**config.mk**
```make
export PLATFORM = sky130hd
export DESIGN_NAME = counting_semaphore_wait_queue
export DESIGN_NICKNAME = d
export VERILOG_FILES = /design/src/csem_pkg.sv /design/src/csem_ctrl.sv /design/src/csem_dp.sv /design/src/counting_semaphore_wait_queue.sv
export SDC_FILE = /design/constraint.sdc
export NUM_CORES = 1
export LEC_CHECK = 0
export ABC_AREA = 1
export BUFFER_PORTS_ARGS = -buffer_cell sky130_fd_sc_hd__buf_2
export CAP_MARGIN = 20
export CORE_ASPECT_RATIO = 1.2
export CORE_MARGIN = 2
export CORE_UTILIZATION = 60
export DETAILED_ROUTE_END_ITERATION = 6
export PLACE_DENSITY = 0.79
export SKIP_LAST_GASP = 1
export SYNTH_ARGS = -nofsm -noshare
export SYNTH_HDL_FRONTEND = slang
export SYNTH_SLANG_ARGS = --single-unit
```
**constraint.sdc**
```tcl
create_clock -name clk_i -period 5.38 [get_ports clk_i]
set_input_delay 0.538 -clock clk_i [delete_from_list [all_inputs] [get_ports clk_i]]
set_output_delay 0.538 -clock clk_i [all_outputs]
set_load 0.01 [all_outputs]
```
**src/csem_pkg.sv**
```systemverilog
// ----------------------------------------------------------------------------
// Counting semaphore package
// Shared constants, codes and the command and status types that pass between
// the controller and the datapath.
// ----------------------------------------------------------------------------
package csem_pkg;

  localparam int QUEUE_DEPTH  = 16;
  localparam int TASK_ID_BITS = 8;

  localparam int PTR_W   = (QUEUE_DEPTH > 1) ? $clog2(QUEUE_DEPTH) : 1;
  localparam int OCC_W   = $clog2(QUEUE_DEPTH + 1);
  localparam int COUNT_W = 16;
  localparam int INIT_W  = 15;
  localparam int ACT_W   = 2;
  localparam int TASK_W  = 8;
  localparam int STAT_W  = 3;

  localparam logic [COUNT_W-1:0] COUNT_MAX = 16'h7FFF;

  localparam logic [ACT_W-1:0] ACT_DOWN    = 2'd0;
  localparam logic [ACT_W-1:0] ACT_UP      = 2'd1;
  localparam logic [ACT_W-1:0] ACT_DESTROY = 2'd2;

  localparam logic [STAT_W-1:0] ST_GRANTED       = 3'd0;
  localparam logic [STAT_W-1:0] ST_BLOCKED       = 3'd1;
  localparam logic [STAT_W-1:0] ST_RELEASED      = 3'd2;
  localparam logic [STAT_W-1:0] ST_WOKE          = 3'd3;
  localparam logic [STAT_W-1:0] ST_DESTROY_WOKE  = 3'd4;
  localparam logic [STAT_W-1:0] ST_DESTROY_EMPTY = 3'd5;
  localparam logic [STAT_W-1:0] ST_OVERFLOW      = 3'd6;

  typedef enum logic [3:0] {
    OP_NONE,
    OP_GRANT,
    OP_BLOCK,
    OP_OVERFLOW,
    OP_WAKE,
    OP_RELEASE_INC,
    OP_RELEASE,
    OP_DESTROY_EMPTY,
    OP_DRAIN
  } op_e;

  typedef struct packed {
    op_e op;
  } ctrl_cmd_t;

  typedef struct packed {
    logic count_pos;
    logic count_neg;
    logic count_max;
    logic queue_full;
    logic queue_empty;
    logic queue_one;
    logic out_free;
  } dp_status_t;

endpackage

```
**src/csem_ctrl.sv**
```systemverilog
// ----------------------------------------------------------------------------
// Counting semaphore controller
// Decodes each accepted down or up word, and a destroy on an empty queue,
// into one datapath operation and sequences the wait queue drain on destroy.
// ----------------------------------------------------------------------------
module csem_ctrl (
  input  logic                         clk_i,
  input  logic                         rst_ni,
  input  logic                         in_valid_i,
  input  logic [csem_pkg::ACT_W-1:0]   action_i,
  input  csem_pkg::dp_status_t         status_i,
  output logic                         in_ready_o,
  output csem_pkg::ctrl_cmd_t          cmd_o
);

  typedef enum logic [1:0] {
    S_IDLE  = 2'b01,
    S_DRAIN = 2'b10
  } state_e;

  state_e state_q, state_d;
  csem_pkg::op_e op;

  assign in_ready_o = (state_q == S_IDLE) && status_i.out_free;

  always_comb begin
    state_d = state_q;
    op      = csem_pkg::OP_NONE;
    unique case (state_q)
      S_IDLE: begin
        if (in_valid_i && in_ready_o) begin
          unique case (action_i)
            csem_pkg::ACT_DOWN: begin
              if (status_i.count_pos) begin
                op = csem_pkg::OP_GRANT;
              end else if (status_i.queue_full) begin
                op = csem_pkg::OP_OVERFLOW;
              end else begin
                op = csem_pkg::OP_BLOCK;
              end
            end
            csem_pkg::ACT_UP: begin
              if (status_i.count_max) begin
                op = csem_pkg::OP_OVERFLOW;
              end else if (status_i.count_neg && !status_i.queue_empty) begin
                op = csem_pkg::OP_WAKE;
              end else if (!status_i.count_neg) begin
                op = csem_pkg::OP_RELEASE_INC;
              end else begin
                op = csem_pkg::OP_RELEASE;
              end
            end
            csem_pkg::ACT_DESTROY: begin
              if (status_i.queue_empty) begin
                op = csem_pkg::OP_DESTROY_EMPTY;
              end else begin
                state_d = S_DRAIN;
              end
            end
            default: op = csem_pkg::OP_NONE;
          endcase
        end
      end
      S_DRAIN: begin
        if (status_i.out_free) begin
          op = csem_pkg::OP_DRAIN;
          if (status_i.queue_one) begin
            state_d = S_IDLE;
          end
        end
      end
      default: state_d = S_IDLE;
    endcase
  end

  assign cmd_o.op = op;

  always_ff @(posedge clk_i or negedge rst_ni) begin
    if (!rst_ni) begin
      state_q <= S_IDLE;
    end else begin
      state_q <= state_d;
    end
  end

endmodule

```
**src/csem_dp.sv**
```systemverilog
// ----------------------------------------------------------------------------
// Counting semaphore datapath
// Holds the count, the wait queue memory with its pointers, the initial count
// register and the result register.
// ----------------------------------------------------------------------------
module csem_dp (
  input  logic                          clk_i,
  input  logic                          rst_ni,
  input  logic                          cfg_we_i,
  input  logic [csem_pkg::INIT_W-1:0]   cfg_wdata_i,
  input  logic [csem_pkg::TASK_W-1:0]   task_id_i,
  input  csem_pkg::ctrl_cmd_t           cmd_i,
  input  logic                          out_ready_i,
  output csem_pkg::dp_status_t          status_o,
  output logic                          out_valid_o,
  output logic [csem_pkg::STAT_W-1:0]   out_status_o,
  output logic [csem_pkg::TASK_W-1:0]   out_woken_o,
  output logic                          out_last_o
);

  localparam int Depth  = csem_pkg::QUEUE_DEPTH;
  localparam int PtrW   = csem_pkg::PTR_W;
  localparam int OccW   = csem_pkg::OCC_W;
  localparam int CountW = csem_pkg::COUNT_W;
  localparam int IdW    = csem_pkg::TASK_ID_BITS;
  localparam logic [PtrW-1:0] PtrLast = PtrW'(Depth - 1);
  localparam logic [OccW-1:0] OccFull = OccW'(Depth);
  localparam logic [OccW-1:0] OccOne  = OccW'(1);

  logic [csem_pkg::INIT_W-1:0] init_q;
  logic [CountW-1:0]           count_q, count_d;
  logic [PtrW-1:0]             head_q, head_d, tail_q, tail_d;
  logic [OccW-1:0]             occ_q, occ_d;
  logic [IdW-1:0]              fifo_mem [Depth];
  logic [IdW-1:0]              rd_q;
  logic [IdW-1:0]              push_id;
  logic                        push, pop, reload, emit;
  logic                        out_valid_q;
  logic [csem_pkg::STAT_W-1:0] out_status_q, out_status_d;
  logic [csem_pkg::TASK_W-1:0] out_woken_q, out_woken_d;
  logic                        out_last_q, out_last_d;

  assign push_id = task_id_i[IdW-1:0];

  assign status_o.count_pos   = !count_q[CountW-1] && (count_q != '0);
  assign status_o.count_neg   = count_q[CountW-1];
  assign status_o.count_max   = (count_q == csem_pkg::COUNT_MAX);
  assign status_o.queue_full  = (occ_q >= OccFull);
  assign status_o.queue_empty = (occ_q == '0);
  assign status_o.queue_one   = (occ_q == OccOne);
  assign status_o.out_free    = !out_valid_q || out_ready_i;

  always_comb begin
    count_d      = count_q;
    push         = 1'b0;
    pop          = 1'b0;
    reload       = 1'b0;
    emit         = 1'b1;
    out_status_d = csem_pkg::ST_RELEASED;
    out_woken_d  = '0;
    out_last_d   = 1'b1;
    unique case (cmd_i.op)
      csem_pkg::OP_GRANT: begin
        count_d      = count_q - CountW'(1);
        out_status_d = csem_pkg::ST_GRANTED;
      end
      csem_pkg::OP_BLOCK: begin
        count_d      = count_q - CountW'(1);
        push         = 1'b1;
        out_status_d = csem_pkg::ST_BLOCKED;
      end
      csem_pkg::OP_OVERFLOW: out_status_d = csem_pkg::ST_OVERFLOW;
      csem_pkg::OP_WAKE: begin
        count_d      = count_q + CountW'(1);
        pop          = 1'b1;
        out_status_d = csem_pkg::ST_WOKE;
        out_woken_d  = csem_pkg::TASK_W'(rd_q);
      end
      csem_pkg::OP_RELEASE_INC: begin
        count_d      = count_q + CountW'(1);
        out_status_d = csem_pkg::ST_RELEASED;
      end
      csem_pkg::OP_RELEASE: out_status_d = csem_pkg::ST_RELEASED;
      csem_pkg::OP_DESTROY_EMPTY: begin
        reload       = 1'b1;
        out_status_d = csem_pkg::ST_DESTROY_EMPTY;
      end
      csem_pkg::OP_DRAIN: begin
        pop          = 1'b1;
        reload       = (occ_q == OccOne);
        out_status_d = csem_pkg::ST_DESTROY_WOKE;
        out_woken_d  = csem_pkg::TASK_W'(rd_q);
        out_last_d   = (occ_q == OccOne);
      end
      default: emit = 1'b0;
    endcase
    if (reload) begin
      count_d = CountW'(init_q);
    end
  end

  always_comb begin
    head_d = head_q;
    tail_d = tail_q;
    occ_d  = occ_q;
    if (push) begin
      tail_d = (tail_q == PtrLast) ? '0 : tail_q + PtrW'(1);
      occ_d  = occ_q + OccW'(1);
    end
    if (pop) begin
      head_d = (head_q == PtrLast) ? '0 : head_q + PtrW'(1);
      occ_d  = occ_q - OccW'(1);
    end
    if (reload) begin
      head_d  = '0;
      tail_d  = '0;
      occ_d   = '0;
    end
  end

  // The read port follows the next head, so the oldest waiter is always ready.
  always_ff @(posedge clk_i) begin
    if (push) begin
      fifo_mem[tail_q] <= push_id;
    end
    if (push && (tail_q == head_d)) begin
      rd_q <= push_id;
    end else begin
      rd_q <= fifo_mem[head_d];
    end
  end

  always_ff @(posedge clk_i or negedge rst_ni) begin
    if (!rst_ni) begin
      init_q      <= '0;
      count_q     <= '0;
      head_q      <= '0;
      tail_q      <= '0;
      occ_q       <= '0;
      out_valid_q <= 1'b0;
    end else begin
      if (cfg_we_i) begin
        init_q <= cfg_wdata_i;
      end
      count_q     <= count_d;
      head_q      <= head_d;
      tail_q      <= tail_d;
      occ_q       <= occ_d;
      out_valid_q <= emit || (out_valid_q && !out_ready_i);
    end
  end

  always_ff @(posedge clk_i) begin
    if (emit) begin
      out_status_q <= out_status_d;
      out_woken_q  <= out_woken_d;
      out_last_q   <= out_last_d;
    end
  end

  assign out_valid_o  = out_valid_q;
  assign out_status_o = out_status_q;
  assign out_woken_o  = out_woken_q;
  assign out_last_o   = out_last_q;

endmodule

```
**src/counting_semaphore_wait_queue.sv**
```systemverilog
// ----------------------------------------------------------------------------
// Counting semaphore with wait queue
// Top level joining the controller and the datapath to the stream ports.
// ----------------------------------------------------------------------------
// A down or an up word yields one result word, and so does a destroy on an
// empty queue. Otherwise a destroy yields one result word per queued waiter,
// because the drain reads one waiter from the wait queue memory each cycle
// while the output register is free. Results leave through an output
// register, and a new word is taken only when that register is empty or its
// result leaves in the same cycle, so a stalled output holds off new words.
// The initial count written on the configuration port is used at the next
// destroy.
module counting_semaphore_wait_queue (
  input  logic        clk_i,
  input  logic        rst_ni,
  input  logic        cfg_we_i,
  input  logic [14:0] cfg_wdata_i,
  input  logic        s_axis_tvalid,
  output logic        s_axis_tready,
  input  logic [15:0] s_axis_tdata,  // action [1:0], task_id [9:2], zeros above.
  output logic        m_axis_tvalid,
  input  logic        m_axis_tready,
  output logic [15:0] m_axis_tdata,  // status [2:0], woken_task [10:3], zeros above.
  output logic        m_axis_tlast
);

  csem_pkg::ctrl_cmd_t          cmd;
  csem_pkg::dp_status_t         status;
  logic [csem_pkg::STAT_W-1:0]  out_status;
  logic [csem_pkg::TASK_W-1:0]  out_woken;

  csem_ctrl u_ctrl (
    .clk_i      (clk_i),
    .rst_ni     (rst_ni),
    .in_valid_i (s_axis_tvalid),
    .action_i   (s_axis_tdata[1:0]),
    .status_i   (status),
    .in_ready_o (s_axis_tready),
    .cmd_o      (cmd)
  );

  csem_dp u_dp (
    .clk_i        (clk_i),
    .rst_ni       (rst_ni),
    .cfg_we_i     (cfg_we_i),
    .cfg_wdata_i  (cfg_wdata_i),
    .task_id_i    (s_axis_tdata[9:2]),
    .cmd_i        (cmd),
    .out_ready_i  (m_axis_tready),
    .status_o     (status),
    .out_valid_o  (m_axis_tvalid),
    .out_status_o (out_status),
    .out_woken_o  (out_woken),
    .out_last_o   (m_axis_tlast)
  );

  assign m_axis_tdata = {5'b0, out_woken, out_status};

endmodule

```
Word level (Yosys, flattened, before mapping)
Memory sizes are Yosys's and may differ from the RTL's. A register that Yosys moved wholly into a read port is not among the register bits.
Index checks and enable logic that the tools add are counted.
- add/subtract/negate cells: 6
- $lt $le $gt $ge: 1
- equality and inequality tests: 21
- multiplexer cells: 34
- reduce and logical (&&, ||, !) cells: 22
- operator list (kind ; count):
    4-bit two-way mux ; 11
    16-bit one-hot mux with 2 select lines ; 1
    3-bit one-hot mux with 6 select lines ; 1
    16-bit by 1-bit adder with 16-bit output, second input constant ; 1
    16-bit by 15-bit == test with 1-bit output, second input constant ; 1
    4-bit by 3-bit == test with 1-bit output, second input constant ; 4
    16-bit two-way mux ; 1
    16-bit nonzero test ; 1
    16-bit by 1-bit subtractor with 16-bit output, second input constant ; 1
    5-bit two-way mux ; 3
    4-bit == test, second input constant ; 3
    2-bit two-way mux ; 6
    4-bit one-hot mux with 3 select lines ; 1
    4-bit by 1-bit adder with 4-bit output, second input constant ; 2
    4-bit by 2-bit == test with 1-bit output, second input constant ; 2
    2-bit != test, second input constant ; 4
    4-bit one-hot mux with 2 select lines ; 1
    8-bit OR reduction ; 1
    1-bit two-way mux ; 6
    3-bit nonzero test ; 2
    2-bit OR reduction ; 3
    5-bit by 1-bit adder with 5-bit output, second input constant ; 1
    5-bit by 1-bit == test with 1-bit output, second input constant ; 1
    5-bit >= comparator, second input constant ; 1
    other kinds (15) ; 25
- register bits after elaboration: 59
- bits in writable memories: 128
- bits of input ports: 36
- output and inout bits: 19
- word-level logic and storage cells: 95
- memories kept: 1
- memory list (name ; depth ; bits a word ; rd ports ; clocked after Yosys merged registers in ; wr ports ; RTL line ; RTL):
    u_dp.fifo_mem ; 16 ; 8 ; 1 ; 1 ; 1 ; csem_dp.sv:34 ; logic [IdW-1:0] fifo_mem [Depth];

Logic depth before layout (Yosys ltp)
Gate-level depths: netlist (run 1).
- depth in word-level cells: 13
- gate-level depth with buffers: 23
- mapped depth without buffers: 23

Modules after synthesis
From an unflattened synthesis (run 1), not the netlist that was laid out.
- cells, all modules: 924
- area total of the unflattened synthesis: 9097.5 um2
- by module, submodules not included (module ; instances ; cells an instance ; area each (um2) ; sequential area each (um2)):
    csem_dp ; 1 ; 870 ; 8779.7 ; 5410.2
    csem_ctrl ; 1 ; 48 ; 276.5 ; 51.3
    counting_semaphore_wait_queue ; 1 ; 6 ; 41.3 ; 0.0

Least setup slack after synthesis (run 1)
No wires, ideal clock.
- path kind: reg-to-reg
- start: register u_ctrl.state_q[0]
- end: register u_dp.count_q[9]
- setup time: 116 ps
- arrival time: 3101 ps
- data required time: 5264 ps
- slack: 2162 ps
- stages on the path, launching flop included: 21
- buffers on the path: 0
- period minus slack after synthesis: 3218 ps
- cell sequence: dfstp_2 -> ha_1 -> inv_1 -> nor2_2 -> nand2_1 -> a211oi_2 -> nand2_4 -> nand2_2 -> ha_1 -> a21oi_1 -> nand2_1 -> a21boi_0 -> o21ai_0 -> nand3_1 -> nand2_1 -> nand2_1 -> nand2_1 -> nand3_1 -> nand2_1 -> nand2_1 -> nand2_1
- cells in the longest elaborated chain, start to end: 9
- elaborated cells on any way between the ends: 18
- classes of those cells: eq/ne: 8; mux: 5; reduce/logical: 5
- ends and longest elaborated chain (element ; RTL line ; RTL):
    from (decl) ; csem_ctrl.sv:21 ; state_e state_q, state_d;
    from (signal assigned) ; csem_ctrl.sv:82 ; state_q <= state_d;
    2-bit by 1-bit == test with 1-bit output * ; csem_ctrl.sv:24 ; assign in_ready_o = (state_q == S_IDLE) && status_i.out_free;
    1-bit logical AND * ; csem_ctrl.sv:24 ;
    via s_axis_tready ; counting_semaphore_wait_queue.sv:19 ; output logic s_axis_tready,
    1-bit logical AND * ; csem_ctrl.sv:31 ; if (in_valid_i && in_ready_o) begin
    4-bit two-way mux * ; csem_ctrl.sv:31 ;
    4-bit one-hot mux with 2 select lines * ; csem_ctrl.sv:29 ; unique case (state_q)
    4-bit by 3-bit == test with 1-bit output, or another cell as far along ; csem_dp.sv:62 ; unique case (cmd_i.op)
    2-bit OR reduction (no line) ; - ;
    16-bit one-hot mux with 2 select lines ; csem_dp.sv:62 ;
    16-bit two-way mux ; csem_dp.sv:97 ; if (reload) begin
    to (signal assigned) ; csem_dp.sv:145 ; count_q <= count_d;
    to (decl) ; csem_dp.sv:31 ; logic [CountW-1:0] count_q, count_d;
The timed path passes the listed nets; every way through them passes the cells marked *.
A chain may end at the register's enable or synchronous reset.

Worst setup path in the final report (run 1)
- start: register u_ctrl.state_q[0]
- end: register u_dp.count_q[9]
- cells in the longest elaborated chain, start to end: 9
- elaborated cells on any way between the ends: 18
- classes of those cells: eq/ne: 8; mux: 5; reduce/logical: 5
- ends and longest elaborated chain (element ; RTL line):
    2-bit by 1-bit == test with 1-bit output ; csem_ctrl.sv:24, csem_ctrl.sv:29
    1-bit logical AND ; csem_ctrl.sv:24
    1-bit logical AND ; csem_ctrl.sv:31
    4-bit two-way mux ; csem_ctrl.sv:31
    4-bit one-hot mux with 2 select lines * ; csem_ctrl.sv:29
    4-bit by 3-bit == test with 1-bit output, or another cell as far along ; csem_dp.sv:62
    2-bit OR reduction (no line) ; -
    16-bit one-hot mux with 2 select lines ; csem_dp.sv:62
    16-bit two-way mux ; csem_dp.sv:97
Every way passes the cells marked *; elsewhere a longest branch is shown, timed or not.

==> results.cfg, run 1 <==
[placed_design]
io_buffers = 43
dp_hpwl_mm = 12.5
place.gp.congestion = 0.874
place_area_um2 = 9550

[sta]
worst_slew_pin_slew_ns = 0.800
hold_viol_final = 0
setup_violations = 0
drv_slew = 0
fin_crit_ns = 3.64
rsz0062_at_grt = no
relSlewSlack = 0.465
min_period_over_period = 0.677
tns_ns = 0
skew_ns = 0.0101
fmax_mhz = 274

[detailed_routing]
postRouteAntennaNets = 0
wl_per_cell_um = 16.5
vias = 6180
drtIter0Drc = 461
drc = 0
dr.pass1.iters = 4
viasPerCell = 5.59
drt-total-wl_mm = 18.3

[clock_network]
clk_pin_slew_ns = 0.07
cts_buffer_depth = 2
post_cts_buffers = 0
cts_buffers = 17
cts_tree = done
cts.sinks = 191
root_buffer = clkbuf_16
clk_latency_ns = 0.44
cts.repair.resized = 0
cts_max_level = 4
ctsHoldBuffers = 0

[power]
p_total_uw = 5280
p_leak_uw = 0.00425
p_per_area_nw_per_um2 = 521
vdd_ir_drop_max_uv = 270

[die]
rows = 49
die_y_um = 140
start_util = 0.615
io_pins = 55
die_area_um2 = 16400
core_area_um2 = 15000
die_w_um = 117

[cells_and_area]
diodes = 0
fin_util = 0.675
fillCellCount = 1116
syn_to_final_growth_pct = 9.85
fin_area_um2 = 10100
final_cell_mix = 167 x nand2_1, 140 x edfxtp_1, 73 x inv_1
nNetsFinal = 951
drive_above_1_share = 0.142
layout_commonest_cell = nand2_1

[synthesis]
synth_edf_count = 140
synthFlopType = edfxtp_1
avgSynthCellArea_um2 = 10.8
synth_warnings = 0
seq_area_frac_synth = 0.592
syn-cell-area_um2 = 9230
ys_seq_elements = 191
synthCells = 856
synth.distinct_cells = 48
async_reset_ff_frac = 0.246

[min_path]
worstHoldPathType = in -> async

[grt]
grt_pass1_wl_mm = 29.3
grtUsageTotal = 0.238
antenna_found_initial = 0
grt_pass1_vias = 6057
overflow = 0
grt_max_degree = 62

[critical_path]
crit_buf_inv = 1
arrival_ns = 3.98
startpoint_type = flip-flop
crit_cells = 20
crit_chain = ha_1, inv_1, nor2_2, nand2_1, a211oi_2, nand2_4, nand2_2, ha_1, a21oi_1, nand2_1, a21boi_0, o21ai_0, nand3_1, nand2_1, nand2_1, nand2_1, nand3_1, nand2_1, nand2_1, nand2_1
criticalPathCategory = reg -> reg
rr_worst_depth = 20
crit_slowest_cell = dfstp_2
timing.critical_path.mode_cell = nand2_1
cp_data_required_time_ns = 5.71
crit_path_end_kind = flip-flop
cp_max_fo = 17
max_stage_delay_ns = 0.55
cpLargestDelayFamily = simple AND/OR/NAND/NOR gates

[outcome]
status = completed

[flow_run]
cap_violations = 0
## worst paths after layout
check / startpoint / to / slack (ns)
max: u_ctrl.state_q[0] / u_dp.count_q[9] / 1.74
min: rst_ni / u_dp.init_q[0] / 0.10
max reg2reg: u_ctrl.state_q[0] / u_dp.count_q[9] / 1.74
min reg2reg: u_dp.init_q[0] / u_dp.count_q[0] / 0.50
max in group asynchronous: rst_ni / u_ctrl.state_q[0] / 4.67
min in group clk_i: cfg_wdata_i[6] / u_dp.init_q[6] / 0.33
## cell families after synthesis
| logic type | Yosys count | synth area share |
|---|---|---|
| other cells | 1 | 0.000406 |
| flops | 191 | 0.592 |
| buf+inv | 116 | 0.0535 |
| xor+xnor | 19 | 0.0180 |
| compound gates | 148 | 0.0926 |
| fa+ha+maj | 26 | 0.0361 |
| mux | 47 | 0.0530 |
| simple gates | 308 | 0.155 |
## power breakdown
part / leakage [µW] / internal [µW] / total, µW / switching [µW]
logic: 0.00212 / 795 / 2070 / 1280
clock network: 0.000268 / 647 / 1190 / 543
registers: 0.00187 / 1780 / 2010 / 230
total: 0.00425 / 3230 / 5280 / 2050
## cell usage after synthesis (all sizes together) (3+ instances only)
cell type | instances | share of area
nand4 | 6 | 0.0054
nor3 | 3 | 0.0016
dfrtp | 46 | 0.12
a21o | 3 | 0.0024
a21oi | 55 | 0.030
inv | 79 | 0.032
o21ai | 51 | 0.028
buf | 17 | 0.013
dfxtp | 4 | 0.0087
mux2i | 32 | 0.035
xnor2 | 4 | 0.0038
nand2 | 178 | 0.078
clkbuf | 20 | 0.0081
o211ai | 32 | 0.026
nor2 | 54 | 0.028
nand3 | 63 | 0.039
mux2 | 15 | 0.018
xor2 | 15 | 0.014
ha | 25 | 0.034
edfxtp | 140 | 0.46
## cell type report
type	instances	area, µm²	share of cell area
Clock inverter	13	135	0.0133
Multi-Input combinational cell	553	3290	0.324
Timing Repair Buffer	47	265	0.0262
Clock buffer	19	433	0.0427
Tap cell	204	255	0.0252
Inverter	79	297	0.0292
Sequential cell	191	5470	0.539
## layer usage
layer / up-vias / GRT usage / part of all wire
met5: - / 0 / 0
met4: 0 / 0.142 / 0.043
met3: 45 / 0.0440 / 0.052
met2: 195 / 0.411 / 0.52
met1: 2906 / 0.271 / 0.38
li1: 3034 / - / -
## state kept, by name, indices dropped and copies added, names as in the netlist, named ones only
register and flops:
u_dp.out_status_o 3, u_dp.fifo_mem 128, u_dp.out_last_o 1, u_dp.occ_q 5, u_dp.out_woken_o 8, u_dp.init_q 15, u_dp.count_q 16, u_ctrl.state_q 2
u_dp.head_q 4, u_dp.tail_q 4, u_dp.out_valid_o 1
## per-stage QoR
| step | instances | hold WS, ns | setup slack (ns) |
|---|---|---|---|
| after floorplan | 860 | 0.242 | 2.16 |
| after CTS | 1105 | 0.311 | 1.77 |
| after global routing | 1106 | 0.144 | 1.38 |
| final | 1106 | 0.101 | 1.74 |
| after detailed placement | 1073 | 0.488 | 1.80 |
| after global placement | 1073 | 0.483 | 1.86 |
Note: power is estimated with default switching activity, not from simulation.
==> inputs of run 2 (changes only) <==
ABC_AREA = 0   (was 1)
CORE_UTILIZATION = 55   (was 60)
PLACE_DENSITY = 0.76   (was 0.79)
clock period = 2.9 ns   (was 5.38 ns; I/O delays follow)
==> run 2 against run 1 <==
The flow now finishes with violations (setup timing). Design area is 10% higher. Sequential cell count stayed put. Power is 98% higher. Critical path depth stayed put. First-iteration DRC count is 3.3% higher. Clock power is 100% higher. Clock-buffer cell count is 2 lower. Largest cell class unchanged. Largest power group unchanged.
==> results.cfg, run 2 <==
[clock_network]
cts_buffer_depth = 2
cts.sinks = 191
cts_max_level = 4
cts_tree = done
clk_latency_ns = 0.45
clk_pin_slew_ns = 0.07
cts_buffers = 17
root_buffer = clkbuf_16

[synthesis]
yosysMostFrequentCell = edfxtp_1
yosys.area.top_type = edfxtp_1
synth_warnings = 0
ys_seq_elements = 191
synth.distinct_cells = 65
ys_top_cells_by_area = edfxtp_1 48%, dfrtp_1 13%, mux4_2 10%, ha_1 3.6%, nor2_1 2.2%
avgSynthCellArea_um2 = 14.9
seq_area_frac_synth = 0.628
synthCells = 582
synthFlopType = edfxtp_1
syn-cell-area_um2 = 8690
async_reset_ff_frac = 0.246
synth_edf_count = 140
synth_top_area_frac = 0.484
synthTopCellsByCount = 140 x edfxtp_1, 50 x nor2_1, 46 x dfrtp_1

[critical_path]
crit_path_end_kind = flip-flop
arrival_ns = 4.30
worstReg2RegEnd = u_dp.count_q[15]
cp_data_required_time_ns = 3.26
rr_worst_depth = 20
rr_startpoint = u_dp.count_q[6]
startpoint_type = flip-flop
criticalPathCategory = reg -> reg
r2r_slack_ns = -1.05
cp_max_fo = 6

[detailed_routing]
drtIter0Drc = 476
wl_per_cell_um = 21.5
drc = 0
vias = 5799
viasPerCell = 5.99
postRouteAntennaNets = 0
dr.pass1.iters = 5
drt-total-wl_mm = 20.8

[power]
p_leak_uw = 0.00419
p_per_area_nw_per_um2 = 936
vdd_ir_drop_max_uv = 542

[cells_and_area]
largest_register_ffs = 128
fin_cells = 968
drive_above_1_share = 0.430
final_cell_mix = 140 x edfxtp_1, 107 x buf_4, 46 x dfrtp_1
nNetsFinal = 809
fin_area_um2 = 11200
diodes = 0
syn_to_final_growth_pct = 28.5
layout_commonest_cell = edfxtp_1
largest-register = u_dp.fifo_mem
top_regs = u_dp.fifo_mem (128), u_dp.count_q (16), u_dp.init_q (15)
fin_util = 0.720

[min_path]
hold_path_end = u_dp.init_q[3]
hold-path-cell-count = 2
hp-start = cfg_wdata_i[3]
worstHoldPathType = in -> reg

[placed_design]
place.gp.congestion = 0.853
place_area_um2 = 10000
dp.cells = 917
io_buffers = 43
dp_hpwl_mm = 13.5

[grt]
overflow = 0
grt_max_degree = 48
grt_pass1_wl_mm = 31.9
antenna_found_initial = 0
grtUsageTotal = 0.253
grt_pass1_vias = 5899

[die]
io_pins = 55
die_area_um2 = 16800
start_util = 0.560
die_w_um = 119
rows = 50
die_y_um = 142
core_area_um2 = 15500

[sta]
skew_ns = 0.0147
setup_violations = 43
worst_slack_ns = -1.05
min_period_over_period = 1.36
relSlewSlack = 0.593
fin_crit_ns = 3.95
hold_viol_final = 0
tns_ns = -9.21
drv_slew = 0
rsz0062_at_grt = yes
fmax_mhz = 253
hold_slack_ns = 0.0807
worst_slew_pin_slew_ns = 0.610

[outcome]
status = finished, violations left
failed_checks = setup timing

[flow_run]
cap_violations = 0
-- run 2: layer usage --
layer | share of wire | track usage | up-vias | routed length [µm]
met5 | 0 | 0 | - | 0
met4 | 0.040 | 0.113 | 0 | 826
met3 | 0.045 | 0.0571 | 62 | 936
met2 | 0.54 | 0.453 | 226 | 11200
met1 | 0.38 | 0.290 | 2919 | 7860
li1 | - | - | 2592 | -
-- run 2: critical path, cell delays in order (launching register included) --
cell and delay [ns]:
dfrtp_1 0.43, buf_4 0.19, nand4_1 0.12, nor4_2 0.07, buf_4 0.14, buf_4 0.13, o31ai_4 0.19, and3_4 0.26
nand2_8 0.08, buf_4 0.16, buf_12 0.13, buf_4 0.15, ha_4 0.16, and2_1 0.16, o21ai_0 0.26, o31ai_2 0.14
o41a_1 0.37, a31oi_2 0.18, o21ai_1 0.13, o31a_1 0.27, a2bb2oi_1 0.15
-- run 2: worst max path at each step --
stage	cells past startpoint	from	end	slack, ns
4_1_cts	14	u_dp.count_q[6]	u_dp.count_q[15]	-0.98
2_1_floorplan	17	u_dp.occ_q[0]	u_dp.count_q[15]	-0.87
6_report	20	u_dp.count_q[6]	u_dp.count_q[15]	-1.05
3_5_place_dp	14	u_dp.count_q[6]	u_dp.count_q[15]	-0.97
5_1_grt	18	u_dp.count_q[9]	u_dp.count_q[15]	-1.23
3_3_place_gp	14	u_dp.count_q[6]	u_dp.count_q[15]	-0.90
-- run 2: what timing repair did --
item                                   CTS  global route
pin swaps                               19            25
gates resized for setup                 25            47
endpoints found under the hold margin    0            18
setup endpoints to repair              153           114
hold buffers                             0             1
buffers inserted                         7            12
-- run 2: cell families (layout without fill, tap and decap cells) --
kind of cell             after synthesis  after routing  share of synthesized area
AND/OR/NAND/NOR                      158            158                     0.0904
buffers and inverters                 39            213                     0.0219
XOR/XNOR                              16             16                     0.0161
adder cells (fa/ha/maj)               26             26                     0.0383
other                                  1              5                   0.000431
flip-flops                           191            191                      0.628
multiplexers                          60             60                      0.129
AO/OA/AOI/OAI                         91             91                     0.0757
-- run 2: area by class of cell --
class                      count  area [µm²]
clock inverter                15         198
tap                          208         260
inverter                      10        37.5
fill                         941        4340
sequential                   191        5460
timing repair buffer         171        1320
clock buffer                  17         425
multi-input combinational    356        3470
-- run 2: metrics by stage --
stage	total power [µW]	setup WS (ns)
2_1_floorplan	6060	-0.872
3_3_place_gp	7410	-0.902
3_5_place_dp	7560	-0.970
4_1_cts	10200	-0.980
5_1_grt	11000	-1.23
6_report	10500	-1.05
-- run 2: power breakdown --
part           total (µW)  internal [µW]  switching [µW]  leakage, µW
registers            3620           3290             336      0.00185
logic                4440           2330            2110      0.00203
clock network        2390           1190            1200     0.000303
total               10500           6810            3650      0.00419
